**src/lkv_pkg.sv**
```systemverilog
package lkv_pkg;

  localparam int ENTRIES_DEF = 16;
  localparam int CAP_W = 5;
  localparam logic [CAP_W-1:0] CAP_RESET = 5'd16;

  localparam logic OP_GET = 1'b0;
  localparam logic OP_PUT = 1'b1;

  localparam logic signed [31:0] MISS_VALUE = -32'sd1;

  typedef struct packed {
    logic               op;
    logic signed [31:0] key;
    logic signed [31:0] write_value;
  } in_item_t;

  typedef struct packed {
    logic               hit;
    logic signed [31:0] read_value;
  } out_item_t;

  typedef enum logic [2:0] {
    BK_IDLE,
    BK_SCAN,
    BK_DECIDE,
    BK_UPDATE,
    BK_FINISH
  } bk_state_t;

endpackage

```
**src/lkv_front.sv**
```systemverilog
module lkv_front (
  input  logic             clk,
  input  logic             rst_n,
  input  logic             in_valid,
  output logic             in_stall,
  input  lkv_pkg::in_item_t in_data,
  output logic             q_valid,
  input  logic             q_take,
  output lkv_pkg::in_item_t q_data
);
  import lkv_pkg::*;

  in_item_t   slot_r [2];
  logic       wp_r, wp_nxt;
  logic       rp_r, rp_nxt;
  logic [1:0] cnt_r, cnt_nxt;
  logic       push, pop;

  assign in_stall = (cnt_r == 2'd2);
  assign push     = in_valid && !in_stall;
  assign pop      = q_take && q_valid;
  assign q_valid  = (cnt_r != 2'd0);
  assign q_data   = slot_r[rp_r];

  always_comb begin
    wp_nxt  = push ? ~wp_r : wp_r;
    rp_nxt  = pop ? ~rp_r : rp_r;
    cnt_nxt = cnt_r + {1'b0, push} - {1'b0, pop};
  end

  always_ff @(posedge clk) begin
    if (!rst_n) begin
      wp_r  <= 1'b0;
      rp_r  <= 1'b0;
      cnt_r <= 2'd0;
    end else begin
      wp_r  <= wp_nxt;
      rp_r  <= rp_nxt;
      cnt_r <= cnt_nxt;
    end
  end

  always_ff @(posedge clk) begin
    if (push) begin
      slot_r[wp_r] <= in_data;
    end
  end

endmodule

```
**src/lkv_back.sv**
```systemverilog
module lkv_back #(
  parameter int ENTRIES = lkv_pkg::ENTRIES_DEF
) (
  input  logic                         clk,
  input  logic                         rst_n,
  input  logic                         q_valid,
  input  lkv_pkg::in_item_t            q_data,
  output logic                         q_take,
  input  logic [lkv_pkg::CAP_W-1:0]    capacity,
  output logic                         out_valid,
  input  logic                         out_stall,
  output lkv_pkg::out_item_t           out_data,
  output logic [$clog2(ENTRIES+1)-1:0] used_count,
  output logic [ENTRIES-1:0]           entry_valid
);
  import lkv_pkg::*;

  localparam int IW = $clog2(ENTRIES);
  localparam int CW = $clog2(ENTRIES + 1);
  localparam int MW = (CW > CAP_W) ? CW : CAP_W;
  localparam logic [CW-1:0] LAST = CW'(ENTRIES);

  logic signed [31:0] key_mem  [ENTRIES];
  logic signed [31:0] val_mem  [ENTRIES];
  logic [IW-1:0]      rank_mem [ENTRIES];

  bk_state_t          state_r, state_nxt;
  logic [CW-1:0]      cnt_r;
  logic               rd_v_r;
  logic [IW-1:0]      rd_idx_r;
  in_item_t           item_r;
  logic signed [31:0] key_q, val_q;
  logic [IW-1:0]      rank_q;
  logic               hit_r, free_v_r, lru_v_r, fill_r, upd_r;
  logic [IW-1:0]      found_r, found_rank_r, free_r, lru_r, worst_r, slot_r, thr_r;
  logic [ENTRIES-1:0] valid_r;
  logic [CW-1:0]      used_r;
  logic               out_v_r;
  out_item_t          out_r;

  logic               issue, scan_done, fin;
  logic [MW-1:0]      eff_cap;
  logic               rank_we;
  logic [IW-1:0]      rank_wa, rank_wd;
  logic               fill_d;

  assign used_count  = used_r;
  assign entry_valid = valid_r;
  assign out_valid   = out_v_r;
  assign out_data    = out_r;
  assign scan_done   = (cnt_r == LAST) && !rd_v_r;

  always_comb begin
    eff_cap = MW'(capacity);
    if (eff_cap == '0) begin
      eff_cap = MW'(1);
    end else if (eff_cap > MW'(ENTRIES)) begin
      eff_cap = MW'(ENTRIES);
    end
  end

  assign fill_d = free_v_r && (MW'(used_r) < eff_cap);

  // next state
  always_comb begin
    state_nxt = state_r;
    unique case (state_r)
      BK_IDLE:   if (q_valid) state_nxt = BK_SCAN;
      BK_SCAN:   if (scan_done) state_nxt = BK_DECIDE;
      BK_DECIDE: state_nxt = BK_UPDATE;
      BK_UPDATE: if (scan_done) state_nxt = BK_FINISH;
      BK_FINISH: if (!out_v_r || !out_stall) state_nxt = BK_IDLE;
      default:   state_nxt = BK_IDLE;
    endcase
  end

  // state outputs
  always_comb begin
    q_take = 1'b0;
    issue  = 1'b0;
    fin    = 1'b0;
    unique case (state_r)
      BK_IDLE:   q_take = q_valid;
      BK_SCAN:   issue = (cnt_r != LAST);
      BK_DECIDE: ;
      BK_UPDATE: issue = (cnt_r != LAST);
      BK_FINISH: fin = !out_v_r || !out_stall;
      default:   ;
    endcase
  end

  // rank write: age entries during update, zero the touched slot at finish
  always_comb begin
    rank_we = 1'b0;
    rank_wa = slot_r;
    rank_wd = '0;
    if (fin) begin
      rank_we = upd_r;
    end else if (state_r == BK_UPDATE && rd_v_r && upd_r && valid_r[rd_idx_r]
                 && rd_idx_r != slot_r && (fill_r || rank_q < thr_r)) begin
      rank_we = 1'b1;
      rank_wa = rd_idx_r;
      rank_wd = rank_q + IW'(1);
    end
  end

  always_ff @(posedge clk) begin
    if (!rst_n) begin
      state_r <= BK_IDLE;
      cnt_r   <= '0;
      rd_v_r  <= 1'b0;
      valid_r <= '0;
      used_r  <= '0;
      out_v_r <= 1'b0;
    end else begin
      state_r <= state_nxt;
      rd_v_r  <= issue;
      if (issue) begin
        cnt_r <= cnt_r + CW'(1);
      end else if (state_r == BK_IDLE || state_r == BK_DECIDE) begin
        cnt_r <= '0;
      end
      if (fin && item_r.op == OP_PUT && !hit_r && fill_r) begin
        valid_r[slot_r] <= 1'b1;
        used_r          <= used_r + CW'(1);
      end
      if (fin) begin
        out_v_r <= 1'b1;
      end else if (!out_stall) begin
        out_v_r <= 1'b0;
      end
    end
  end

  always_ff @(posedge clk) begin
    rd_idx_r <= cnt_r[IW-1:0];
    if (q_take) begin
      item_r   <= q_data;
      hit_r    <= 1'b0;
      free_v_r <= 1'b0;
      lru_v_r  <= 1'b0;
    end
    if (state_r == BK_SCAN && rd_v_r) begin
      if (valid_r[rd_idx_r] && key_q == item_r.key && !hit_r) begin
        hit_r        <= 1'b1;
        found_r      <= rd_idx_r;
        found_rank_r <= rank_q;
      end
      if (!valid_r[rd_idx_r] && !free_v_r) begin
        free_v_r <= 1'b1;
        free_r   <= rd_idx_r;
      end
      if (valid_r[rd_idx_r] && (!lru_v_r || rank_q > worst_r)) begin
        lru_v_r <= 1'b1;
        lru_r   <= rd_idx_r;
        worst_r <= rank_q;
      end
    end
    if (state_r == BK_DECIDE) begin
      upd_r  <= hit_r || (item_r.op == OP_PUT);
      fill_r <= !hit_r && fill_d;
      thr_r  <= hit_r ? found_rank_r : worst_r;
      if (hit_r) begin
        slot_r <= found_r;
      end else if (fill_d) begin
        slot_r <= free_r;
      end else begin
        slot_r <= lru_r;
      end
    end
    if (fin) begin
      out_r.hit        <= hit_r;
      out_r.read_value <= (item_r.op == OP_GET && hit_r) ? val_q : MISS_VALUE;
    end
  end

  // memories
  always_ff @(posedge clk) begin
    key_q <= key_mem[cnt_r[IW-1:0]];
    if (fin && item_r.op == OP_PUT) begin
      key_mem[slot_r] <= item_r.key;
    end
  end

  always_ff @(posedge clk) begin
    if (state_r == BK_DECIDE) begin
      val_q <= val_mem[found_r];
    end
    if (fin && item_r.op == OP_PUT) begin
      val_mem[slot_r] <= item_r.write_value;
    end
  end

  always_ff @(posedge clk) begin
    rank_q <= rank_mem[cnt_r[IW-1:0]];
    if (rank_we) begin
      rank_mem[rank_wa] <= rank_wd;
    end
  end

endmodule

```
**src/lru_key_value_cache_core.sv**
```systemverilog
// channel | ports                          | handshake
// input   | in_valid, in_stall, in_data    | taken when valid and not stall
// result  | out_valid, out_stall, out_data | taken when valid and not stall
// config  | cfg_valid, cfg_ready, cfg_data | written when valid and ready
//
// Each item holds the back end from its take to its finish: a take step, one pass over
// the key and rank memories to find the hit, a free entry and the least recent entry,
// a decide step, a second pass over the rank memory to age ranks, and a finish.
// A two-item queue takes input while the back end works.
// Synchronous active-low reset empties the cache and sets capacity to 16.
// A result waiting on out_stall holds the back end in its last step.
module lru_key_value_cache_core #(
  parameter int ENTRIES = lkv_pkg::ENTRIES_DEF
) (
  input  logic                      clk,
  input  logic                      rst_n,
  input  logic                      in_valid,
  output logic                      in_stall,
  input  lkv_pkg::in_item_t         in_data,
  output logic                      out_valid,
  input  logic                      out_stall,
  output lkv_pkg::out_item_t        out_data,
  input  logic                      cfg_valid,
  output logic                      cfg_ready,
  input  logic [lkv_pkg::CAP_W-1:0] cfg_data
);
  import lkv_pkg::*;

  localparam int CW = $clog2(ENTRIES + 1);

  logic [CAP_W-1:0]   capacity_r;
  logic               q_valid, q_take;
  in_item_t           q_data;
  logic [CW-1:0]      bk_used;
  logic [ENTRIES-1:0] bk_valid;

  assign cfg_ready = 1'b1;

  always_ff @(posedge clk) begin
    if (!rst_n) begin
      capacity_r <= CAP_RESET;
    end else if (cfg_valid && cfg_ready) begin
      capacity_r <= cfg_data;
    end
  end

  lkv_front u_front (
    .clk      (clk),
    .rst_n    (rst_n),
    .in_valid (in_valid),
    .in_stall (in_stall),
    .in_data  (in_data),
    .q_valid  (q_valid),
    .q_take   (q_take),
    .q_data   (q_data)
  );

  lkv_back #(.ENTRIES(ENTRIES)) u_back (
    .clk         (clk),
    .rst_n       (rst_n),
    .q_valid     (q_valid),
    .q_data      (q_data),
    .q_take      (q_take),
    .capacity    (capacity_r),
    .out_valid   (out_valid),
    .out_stall   (out_stall),
    .out_data    (out_data),
    .used_count  (bk_used),
    .entry_valid (bk_valid)
  );

  a_used_matches_valid: assert property (@(posedge clk) disable iff (!rst_n)
    $countones(bk_valid) == bk_used)
    else $error("used count differs from valid entries");

  a_used_bound: assert property (@(posedge clk) disable iff (!rst_n)
    bk_used <= CW'(ENTRIES))
    else $error("used count beyond entries");

  a_miss_value: assert property (@(posedge clk) disable iff (!rst_n)
    out_valid && !out_data.hit |-> out_data.read_value == MISS_VALUE)
    else $error("miss result without all-ones value");

endmodule

```
**config.mk**
```make
export PLATFORM = sky130hd
export DESIGN_NAME = lru_key_value_cache_core
export DESIGN_NICKNAME = d
export VERILOG_FILES = /design/src/lkv_pkg.sv /design/src/lkv_front.sv /design/src/lkv_back.sv /design/src/lru_key_value_cache_core.sv
export SDC_FILE = /design/constraint.sdc
export NUM_CORES = 1
export LEC_CHECK = 0
export BUFFER_PORTS_ARGS = -buffer_cell sky130_fd_sc_hd__clkbuf_2
export CAP_MARGIN = 10
export CORE_ASPECT_RATIO = 1.75
export CORE_MARGIN = 4
export CORE_UTILIZATION = 43
export DETAILED_ROUTE_END_ITERATION = 10
export SLEW_MARGIN = 15
export SYNTH_ARGS = -nofsm -noshare
export SYNTH_HDL_FRONTEND = slang
export SYNTH_HIERARCHICAL = 1
export SYNTH_SLANG_ARGS = --single-unit
```
**constraint.sdc**
```tcl
create_clock -name clk -period 12.2 [get_ports clk]
set_clock_uncertainty 0.1 [all_clocks]
set_input_delay 1.22 -clock clk [delete_from_list [all_inputs] [get_ports clk]]
set_output_delay 1.22 -clock clk [all_outputs]
set_load 0.005 [all_outputs]
```
== Word level (Yosys, flattened, before mapping) ==
Memories as Yosys holds them, arrays and structs flattened. A register that Yosys moved wholly into a read port is not among the register bits.
Index checks and enable logic that the tools add are counted.
Operators by class
  reductions and logical operators: 42
  bitwise gates (word level): 4
  mux-type cells: 42
  equality and inequality tests: 14
  $add $sub $neg: 5
  $lt $le $gt $ge: 7
Operators with widths (number)
  $eq 32x32->1: 1
  $mux 4: 7
  $mux 1: 24
  $logic_and 1x1->1: 20
  $mux 5: 4
  $or 16x16->16: 1
  $pmux 3 s5: 1
  $mux 3: 4
  $add 5x1->5 const B: 2
  $lt 4x5->1 const B: 2
  $ne 2x1->1 const B: 5
  $logic_not 1->1: 8
  $eq 3x2->1 const B: 2
  $reduce_and 2->1: 3
  $eq 5x5->1 const B: 1
  $gt 5x5->1 const B: 1
  $logic_not 5->1: 1
  $logic_or 1x1->1: 5
  $lt 5x5->1: 1
  $ne 5x5->1 const B: 1
  $add 4x1->4 const B: 1
  $bmux 1 s4: 1
  $demux 1 s4: 1
  $ge 4x1->1 const B: 1
  13 further kinds: 16
Word-level totals
  bits of input ports: 75
  bits in registers: 110
  word-level logic and storage cells: 143
  memories: 4
  memory bits (writable): 1218
Memories
  u_back.key_mem: depth 16, width 32, read ports 1, clocked after Yosys merged registers in 1, write ports 1, line lkv_back.sv:23  | logic signed [31:0] key_mem [ENTRIES];
  u_back.val_mem: depth 16, width 32, read ports 1, clocked after Yosys merged registers in 1, write ports 1, line lkv_back.sv:24  | logic signed [31:0] val_mem [ENTRIES];
  u_front.slot_r: depth 2, width 65, read ports 1, clocked after Yosys merged registers in 1, write ports 1, line lkv_front.sv:13  | in_item_t slot_r [2];
  u_back.rank_mem: depth 16, width 4, read ports 1, clocked after Yosys merged registers in 1, write ports 1, line lkv_back.sv:25  | logic [IW-1:0] rank_mem [ENTRIES];

== Longest topological paths before layout ==
Gate-level depths: netlist of run 1.
  depth in word-level cells: 10
  gate-level depth with buffers: 11
  mapped depth without buffers: 11

== Modules after synthesis ==
Netlist of run 1, hierarchy kept.
Modules (own cells, without submodules)
  lkv_back: instances 1, area each 49404.9 µm², cells an instance 2110, seq. area each 38957.4 µm²
  lkv_front: instances 1, area each 5132.4 µm², cells an instance 229, seq. area each 4003.8 µm²
  lru_key_value_cache_core: instances 1, area each 201.4 µm², cells an instance 18, seq. area each 100.1 µm²

== Worst setup path before layout of run 1 ==
OpenSTA, ideal clock, no wires.
  kind: in2reg
  start point: in out_stall
  end point: mem u_back.key_mem[7][0], enable pin
  slack: 7206 ps
  library setup time: 486 ps
  path buffers: 0
  data arrival time: 4407 ps
  stages on the path: 4
  cells stage by stage: nand2_1 > and4_1 > nand3_1 > nor2_1
Between the ends
  longest elaborated chain between the ends: 6
RTL lines
  from (decl): line lru_key_value_cache_core.sv:21  | input logic out_stall,
  $logic_not 1->1: line lkv_back.sv:87  | BK_FINISH: fin = !out_v_r || !out_stall;
  $logic_or 1x1->1: line lkv_back.sv:87
  $mux 1: line lkv_back.sv:82  | unique case (state_r)
  $logic_and 1x1->1: line lkv_back.sv:180  | if (fin && item_r.op == OP_PUT) begin
  $mux 1: line lkv_back.sv:180
  $mux 1 (implied by the code): line lkv_back.sv:181  | key_mem[slot_r] <= item_r.key;
  to (decl): line lkv_back.sv:23
No other way between the ends.

== Worst setup path after layout of run 1 ==
  start point: reg u_back/item_r[41] (netlist name)
  end point: reg u_back.found_rank_r[1], enable pin
Between the ends
  longest elaborated chain between the ends: 4
RTL lines
  $eq 32x32->1: line lkv_back.sv:144  | if (valid_r[rd_idx_r] && key_q == item_r.key && !hit_r) begin
  $logic_and 1x1->1 (2 in a row): line lkv_back.sv:144
  $reduce_and 2->1 (no line)
  to (signal assigned): line lkv_back.sv:147  | found_rank_r <= rank_q;
  to (decl): line lkv_back.sv:35  | logic [IW-1:0] found_r, found_rank_r, free_r, lru_r, worst_r, slot_r, thr_r;
No other way between the ends.
A chain may end at the register's enable or synchronous reset.

==> results of run 1 <==
[state kept, by name, indices dropped and copies added (netlist names), 5 cells and up, named ones only]
signal,count
u_back/cnt_r,5
u_back/key_mem,512
u_back/out_data,33
u_back/key_q,32
u_back/val_q,32
u_back/rank_mem,64
u_back/val_mem,512
u_front/slot_r,130
u_back/item_r,65
capacity_r,5
u_back/used_count,5
u_back/entry_valid,16
[critical path, cell delays in order (launching register included)]
cell and delay [ps]:
edfxtp_1 710, xor2_1 350, nor4_1 650, nand4_1 330
or4_1 590, nor3_2 560
[cell type report]
cell class	count	area, µm²	share of cell area, %
clock buffer	173	3612	5.850
antenna	1	2.502	0.004053
tap	1653	2068	3.350
multi-input combinational	769	11250	18.22
sequential	1462	43080	69.77
clock inverter	67	728.2	1.179
timing repair buffer	154	939.7	1.522
inverter	18	70.07	0.1135
[per-layer routing]
metal	share of wire (%)	up-vias
met5	0.010	-
met4	2.9	2
met3	4.1	184
met2	54	587
met1	39	12934
li1	-	10129
[cells in the final DEF (no fill, tap or decap), drive strengths merged, types with 8 or more instances in the layout]
cell,n
nor4,8
xnor2,10
o21ai,12
clkbuf,282
nand2,28
xor2,35
bufinv,13
edfxtp,1378
buf,45
and2,8
nor2,63
nand3,13
dfxtp,84
mux2,75
o21a,20
nor3,16
mux4,344
a21oi,8
nor2b,16
ha,17
mux2i,17
inv,28
clkinv,40
nand2b,39
[how the worst max path moves through the flow]
stage                                  from                      to  slack (ps)  cells past startpoint
after floorplan                   out_stall    u_back/key_mem[7][0]        7210                      4
after global placement            out_stall  u_back/val_mem[12][28]        7870                      6
after detailed placement          out_stall  u_back/key_mem[14][22]        7860                      6
after CTS                 u_back/item_r[41]  u_back/found_rank_r[1]        7950                      5
after global routing      u_back/item_r[41]  u_back/found_rank_r[2]        8290                      5
final                     u_back/item_r[41]  u_back/found_rank_r[1]        8530                      5
[metrics by stage]
| stage | cell area (µm²) | power (mW) | utilization [%] | hold slack (ps) | cells |
|---|---|---|---|---|---|
| 5_1_grt | 61750 | 12.38 | 48.96 | 394.0 | 4297 |
| 3_3_place_gp | 57320 | 7.806 | 45.45 | 342.0 | 4053 |
| 2_1_floorplan | 54740 | 7.335 | - | 229.0 | 2357 |
| 4_1_cts | 61680 | 12.05 | 48.91 | 367.9 | 4294 |
| 3_5_place_dp | 57340 | 7.880 | 45.47 | 348.5 | 4054 |
| 6_report | 61750 | 11.90 | 48.96 | 364.6 | 4297 |
[power breakdown]
group	internal, mW	switching, mW	leakage (nW)
registers	6.27	0.513	13.1
logic	0.414	0.539	4.10
clock network	2.38	1.79	2.12
total	9.07	2.84	19.3
[kinds of logic (layout without fill, tap and decap cells)]
logic type / Yosys count / count (layout) / synth area share (%)
other: 1 / 2 / 0.006851
and+or+nand+nor: 215 / 215 / 2.023
buffers and inverters: 126 / 412 / 1.074
adders and majority gates: 17 / 17 / 0.3886
xor gates and xnor gates: 45 / 45 / 0.7200
muxes: 436 / 436 / 16.42
AOI/OAI and AO/OA: 55 / 55 / 0.6972
DFF: 1462 / 1462 / 78.67
==> results.cfg, run 1 <==
[pwr]
irDropWorstVdd_mv = 0.1514
powerDensity_nw_per_um2 = 192.8
p_leak_nw = 19.30

[status]
run_status = complete, no violations

[placed_design]
gp_congestion = 0.7453
io_buffers = 109
dp_hpwl_um = 64750
dp_slack_ps = 7858

[setup_path]
reg2reg_depth = 5
r2r_slack_ps = 8530
critical_path.max_fanout = 17
arrival_ps = 3940
cp-end-kind = register
worstPathRequired_ps = 12470
r2r_start = u_back/item_r[41]
timing.rr.end = u_back/found_rank_r[1]
critical_path_class = register to register
crit_path_start_kind = register

[synthesis]
ys_seq_elements = 1462
synth-edff-count = 1378
yosys-top-cells-count = edfxtp_1 (1378), mux4_2 (341), dfxtp_1 (84)
synthFlopType = edfxtp_1
syn-cell-area_um2 = 54740
yosys_warnings = 6
synth_cells = 2357
synth.area.top_cells = edfxtp_1 (76%), mux4_2 (14%), dfxtp_1 (3.1%)
syn-num-nets = 2449
ys_seq_area_share_pct = 78.67
synth_largest_area_cell = edfxtp_1
yosysUniqueCellTypes = 52
yosys.area.top_type_share_pct = 75.59
syn_avg_cell_area_um2 = 23.22
synth_most_common_cell = edfxtp_1
async_flop_share_pct = 0

[layout]
fillers = 10137
drive_gt1_share_pct = 30.23
layout.nets = 2627
area_growth_pct = 12.80

[routing]
firstDrtPassIters = 5
wl_um = 118200
drcViolationCount = 0
ant_nets = 0
vias_per_cell = 5.547
wl_per_cell_um = 27.51
drt_iter0_markers = 1739
vias = 23836

[clock_network]
cts.sink_count = 1462
postCtsHoldBufs = 0
cts_resized = 0
cts_buffer_depth = 3
cts_tree = yes
clockRootBuffer = clkbuf_16
htree_levels = 4
clk_pin_slew_worst_paths_ps = 60
clk-insertion-delay-late_ps = 750
post-cts-setup-buffer-count = 0
numCtsBuffers = 130

[timing]
hold_viol_final = 0
setup_violations = 0
period_share_pct = 30.08
rsz0062_at_grt = no
fin_tns_setup_ps = 0
setup_slack_ps = 8531
drv_slew = 0
slew_headroom_pct = 20.55
worst_pin_slew_ps = 1192
max_freq_mhz = 272.5
fin_crit_ps = 3669

[grt]
use_met3_pct = 2.826
grt_pass1_wl_um = 173700
grt_usage_pct = 17.77
busiest_layer = met2
grt_use_met2_pct = 31.91
grt_pass1_vias = 25426
gr-usage-met1_pct = 22.24
overflow = 0
antenna_found_initial = 5
grt_max_degree = 77

[die]
num_io_pins = 111
initial_core_util_pct = 43.41
die_w_um = 277.7
fp.dieH_um = 480.0
coreArea_um2 = 126100
design.die.area_um2 = 133300
rows = 172

[hold_path]
hold_depth = 1
hold_class = register to register
min_to = u_back/entry_valid[2]
min-delay-start = u_back/entry_valid[2]

[job]
cap_violations = 0
Note: power is estimated with default switching activity, not from simulation.
==> run 2: changes to the inputs <==
Settings changed: ABC_AREA from default to 1.
Clock period 12.2 ns to 3.48 ns, I/O delays scaled along.
==> run 2 against run 1 <==
Critical path type unchanged; hold slack got worse by 150 ps; clock-buffer cell count decreased by 3; register-to-register slack worse by 7800 ps; critical endpoint is now u_back/rank_mem[0][2]; synthesized cell count rose by 71%; clock power rose to 3.5 times the previous value; via count rose by 41%.
==> results.cfg, run 2 <==
[timing]
max_freq_mhz = 357.3
hold_viol_final = 0
fin_crit_ps = 2799
setup_violations = 0
drv_slew = 0
period_share_pct = 80.42
rsz0062_at_grt = no
slew_headroom_pct = 24.23
worst_pin_slew_ps = 1137
setup_slack_ps = 681.3

[routing]
vias_per_cell = 5.600
ant_nets = 0
drt_iter0_markers = 2703
firstDrtPassIters = 6
vias = 33584
wl_per_cell_um = 23.39
wl_um = 140300
drcViolationCount = 0

[die]
rows = 175
num_io_pins = 111
coreArea_um2 = 129800
initial_core_util_pct = 43.26
die_w_um = 281.2
fp.dieH_um = 486.1
design.die.area_um2 = 136700

[grt]
busiest_layer = met2
grt_max_degree = 225
grt_pass1_vias = 34258
use_met3_pct = 2.914
antenna_found_initial = 3
grt_use_met2_pct = 38.25
gr-usage-met1_pct = 23.12
overflow = 0
grt_pass1_wl_um = 209800
grt_usage_pct = 20.36

[setup_path]
r2r_start = u_back/rd_idx_r[0]
critical_path.top_delay_family = simple AND/OR/NAND/NOR gates
crit_path_start_kind = register
cp.buffers_inverters = 2
reg2reg_depth = 12
arrival_ps = 3110
critical_path.max_stage_delay_ps = 720
cp-startpoint = u_back/rd_idx_r[0]
path_cells = inv_4 -> nand2_1 -> nand3_1 -> nand3_1 -> nand3_1 -> nand2_2 -> nand2_4 -> nand2_1 -> nand2_2 -> inv_2 -> nand2_2 -> nor2_1
cp-end-kind = register
cpMaxStageDelayCell = dfxtp_1
cp.depth = 12
critical_path.max_fanout = 14
worstPathRequired_ps = 3800
critical_path_class = register to register

[placed_design]
io_buffers = 109
dp_slack_ps = 764.2
dp_hpwl_um = 78160
place_area_um2 = 59210
gp_congestion = 0.8811

[layout]
area_growth_pct = 14.60
final_area_um2 = 64370
fillers = 11050
layout.nets = 4301
multi_input_area_um2 = 11690
drive_gt1_share_pct = 12.73
final_cell_mix = edfxtp_1 (1378), nor2_1 (626), o21ai_0 (547), nand2_1 (265), inv_1 (146)
layout_commonest_cell = edfxtp_1
reg_top3 = u_back/key_mem (512), u_back/val_mem (512), u_front/slot_r (130)
final-seq-area_um2 = 43080

[synthesis]
yosys_warnings = 6
yosys.area.top_type_share_pct = 73.67
synth_most_common_cell = edfxtp_1
synth_cells = 4021
synth_largest_area_cell = edfxtp_1
async_flop_share_pct = 0
synth.area.top_cells = edfxtp_1 (74%), o21ai_0 (4.9%), nor2_1 (4.2%)
yosys-top-cells-count = edfxtp_1 (1378), nor2_1 (630), o21ai_0 (547)
yosysUniqueCellTypes = 48
syn-num-nets = 4113
ys_seq_elements = 1462
syn_avg_cell_area_um2 = 13.97
synthFlopType = edfxtp_1
synth-edff-count = 1378
ys_seq_area_share_pct = 76.66
syn-cell-area_um2 = 56170

[clock_network]
cts.sink_count = 1462
cts_resized = 0
numCtsBuffers = 134
cts_tree = yes
htree_levels = 4
clockRootBuffer = clkbuf_16
clk-insertion-delay-late_ps = 760
cts_buffer_depth = 3
clk_pin_slew_worst_paths_ps = 60
post-cts-setup-buffer-count = 0

[hold_path]
hold_class = input port to register
min-delay-start = in_data[43]
hold_depth = 2

[pwr]
irDropWorstVdd_mv = 0.4962
powerDensity_nw_per_um2 = 674.5
p_leak_nw = 21.50
power_mw = 43.42

[status]
run_status = complete, no violations

[job]
cap_violations = 0
run 2: cell count changes after synthesis, moves of 112 or more:
cell and delta:
mux4_2 -341, nor2_1 +569, o221ai_1 +143, inv_1 +134, o21ai_0 +535, clkbuf_1 +121, o22ai_1 +134, nand3_1 +112
nand2_1 +238
run 2: timing repair:
item / in CTS / in global routing
endpoints found under the setup margin: 0 / 0
hold buffers: 85 / 0
endpoints found under the hold margin: 139 / 0
run 2: power by group:
part | switching (mW) | leakage, nW | internal (mW)
combinational | 3.57 | 6.19 | 1.71
sequential | 1.72 | 13.2 | 21.9
clock | 6.35 | 2.10 | 8.15
run 2: kinds of logic after synthesis:
family                     Yosys count  synth area share (%)
adders and majority gates           17                0.3787
AOI/OAI and AO/OA                  936                 9.915
other                                1              0.006676
buffers and inverters              402                 2.927
muxes                               65                 1.637
DFF                               1462                 76.66
and+or+nand+nor                   1123                 8.238
xor gates and xnor gates            15                0.2339
run 2: worst paths after layout:
path / to / slack [ps]
hold / removal: u_front/slot_r[0][43] / 220
setup reg to reg: u_back/rank_mem[0][2] / 680
hold reg to reg: u_back/entry_valid[1] / 360
setup / recovery: u_back/rank_mem[0][2] / 680
run 2: layer usage:
layer,routed length [µm],vias up
met1,51990,16893
met3,6798,286
met2,75930,1073
met5,0,-
li1,-,15332
met4,5570,0
run 2: area by class of cell:
| cell class | count | share of cell area, % |
|---|---|---|
| diodes | 2 | 0.007775 |
| well taps | 1681 | 3.267 |
| inverters | 159 | 0.9544 |
| multi-input cells | 2157 | 18.15 |
| flip-flops and latches | 1462 | 66.92 |
| clock inverters | 71 | 1.015 |
| repair buffers | 295 | 4.008 |
| clock buffers | 170 | 5.678 |
run 2: through the flow:
step,util [%],setup TNS [ps],hold WS [ps],instances
after CTS,49.57,0,145.5,5995
final,49.58,0,215.7,5997
after detailed placement,45.60,0,349.6,5669
after global placement,45.60,0,349.2,5669
after global routing,49.57,0,173.5,5996
after floorplan,-,-751080,225.8,4021
run 2: worst reg2reg max path, cell delays in order (launching register included):
cell and delay [ps]:
dfxtp_1 720, inv_4 130, nand2_1 110, nand3_1 80
nand3_1 120, nand3_1 100, nand2_2 220, nand2_4 160
nand2_1 120, nand2_2 100, inv_2 90, nand2_2 80
nor2_1 330
==> run 3: changes to the inputs <==
Settings changed: ABC_AREA 1 to 0.
Clock period 3.48 ns to 2.6 ns, I/O delays scaled along.
==> run 3 against run 2 <==
Via count down 25%; sequential cell count unchanged; critical path type unchanged; clock power up 29%; clock-buffer cell count up 4; register-to-register slack worse by 660 ps; utilization up 1.6 points; first-iteration DRC count down 18%; worst setup slack worse by 660 ps; hold slack worse by 140 ps; combinational power up 20%.
==> results.cfg, run 3 (synthesis results as in run 1) <==
[routing]
vias_per_cell = 5.532
wl_per_cell_um = 27.90
drt_iter0_markers = 2214
vias = 25059
ant_nets = 0
drcViolationCount = 0
firstDrtPassIters = 5
wl_um = 126400

[layout]
final_area_um2 = 64540
drive_gt1_share_pct = 34.01
layout_commonest_cell = edfxtp_1
multi_input_area_um2 = 11410
area_growth_pct = 17.91
reg_top3 = u_back/key_mem (512), u_back/val_mem (512), u_front/slot_r (130)
fillers = 9953
layout.nets = 2865
final-seq-area_um2 = 43080
final_cell_mix = edfxtp_1 (1378), mux4_2 (341), clkbuf_16 (134), buf_4 (126), clkbuf_2 (109)

[setup_path]
cpMaxStageDelayCell = or4_4
critical_path.max_fanout = 4
critical_path.max_stage_delay_ps = 600
path_cells = xor2_2 -> nor4_2 -> buf_4 -> nand4_1 -> or4_4 -> nor3_4 -> buf_4
critical_path_class = register to register
arrival_ps = 2930
cp-end-kind = register
worstPathRequired_ps = 2960
cpMostUsedCell = buf_4
crit_path_start_kind = register

[die]
coreArea_um2 = 126100
num_io_pins = 111
die_w_um = 277.7
design.die.area_um2 = 133300
rows = 172
initial_core_util_pct = 43.41
fp.dieH_um = 480.0

[grt]
antenna_found_initial = 6
grt_pass1_vias = 26907
grt_pass1_wl_um = 185000
grt_usage_pct = 19.03
overflow = 0
grt_max_degree = 66

[pwr]
powerDensity_nw_per_um2 = 866.3
p_leak_nw = 20.56
irDropWorstVdd_mv = 0.7709

[status]
run_status = complete, no violations

[clock_network]
cts_tree = yes
clk-insertion-delay-late_ps = 750
clk_pin_slew_worst_paths_ps = 60
numCtsBuffers = 132
clockRootBuffer = clkbuf_16
cts_buffer_depth = 3
cts.sink_count = 1462
htree_levels = 4

[timing]
hold_viol_final = 0
drv_slew = 0
fin_crit_ps = 2575
worst_pin_slew_ps = 765.3
hold_ws_ps = 77.07
period_share_pct = 99.05
setup_violations = 0
rsz0062_at_grt = yes
slew_headroom_pct = 48.98
setup_slack_ps = 24.77
max_freq_mhz = 388.3

[placed_design]
dp_hpwl_um = 73850
gp_congestion = 0.7846
dp_slack_ps = -268.8
place_area_um2 = 59550
io_buffers = 109

[job]
cap_violations = 0

[hold_path]
hold_class = input port to register
run 3: cell types whose count changed in the layout (fill, tap and decap cells not counted), moves of 39 or more:
cell	previous run	this run
buf_4	67	126
nand2b_1	0	39
buf_12	34	77
o22ai_1	134	0
o221ai_1	143	0
nand3_1	125	9
mux4_2	0	341
inv_1	146	17
nand2_1	265	26
o21ai_0	547	12
nor2_1	626	40
o211ai_1	58	1
run 3: what timing repair did:
item / in CTS / in global routing
gates resized for setup: 7 / 13
hold buffers: 77 / 0
endpoints found under the setup margin: 18 / 48
endpoints found under the hold margin: 141 / 0
buffers inserted: 2 / 3
pin swaps: 2 / 7
gates cloned: 1 / 0
run 3: layer usage:
layer	share of wire, %	vias to the layer above	track usage [%]
met5	0	-	0
met4	2.7	0	5.594
met3	4.3	177	2.982
li1	-	10620	-
met1	39	13601	23.77
met2	54	661	34.41
run 3: final timing paths:
check	start	endpoint	slack (ps)	cells past startpoint
max	u_back/item_r[33]	u_back/found_r[1]	20	7
min	rst_n	capacity_r[4]	80	2
max reg2reg	u_back/item_r[33]	u_back/found_r[1]	20	7
min reg2reg	u_back/entry_valid[9]	u_back/entry_valid[9]	350	1
run 3: layout make-up:
| type | instances | area share, % |
|---|---|---|
| Clock buffer | 174 | 5.506 |
| Multi-Input combinational cell | 769 | 17.68 |
| Clock inverter | 63 | 0.8375 |
| Antenna cell | 1 | 0.003877 |
| Tap cell | 1653 | 3.205 |
| Sequential cell | 1462 | 66.75 |
| Inverter | 18 | 0.1105 |
| Timing Repair Buffer | 390 | 5.911 |
run 3: power breakdown:
| group | switching, mW | leakage (nW) | internal [mW] |
|---|---|---|---|
| clock | 8.36 | 2.00 | 10.3 |
| combinational | 3.73 | 5.48 | 2.62 |
| sequential | 1.50 | 13.1 | 29.4 |
| total | 13.6 | 20.6 | 42.3 |
run 3: through the flow:
| stage | std cells | TNS [ps] | power [mW] | utilization [%] |
|---|---|---|---|---|
| final | 4530 | 0 | 55.91 | 51.18 |
| after global routing | 4530 | -247.9 | 58.05 | 51.18 |
| after CTS | 4526 | -84.09 | 56.51 | 51.11 |
| after global placement | 4209 | -3355 | 37.41 | 47.22 |
| after floorplan | 2357 | -16140 | 34.46 | - |
| after detailed placement | 4209 | -2270 | 37.76 | 47.22 |
run 3: worst max-delay path: cells and delay by family, from the launching register on:
family                    cells  cell delay, ps
xor gates and xnor gates      1             230
DFF                           1             450
buffers and inverters         2             330
and+or+nand+nor               4            1180
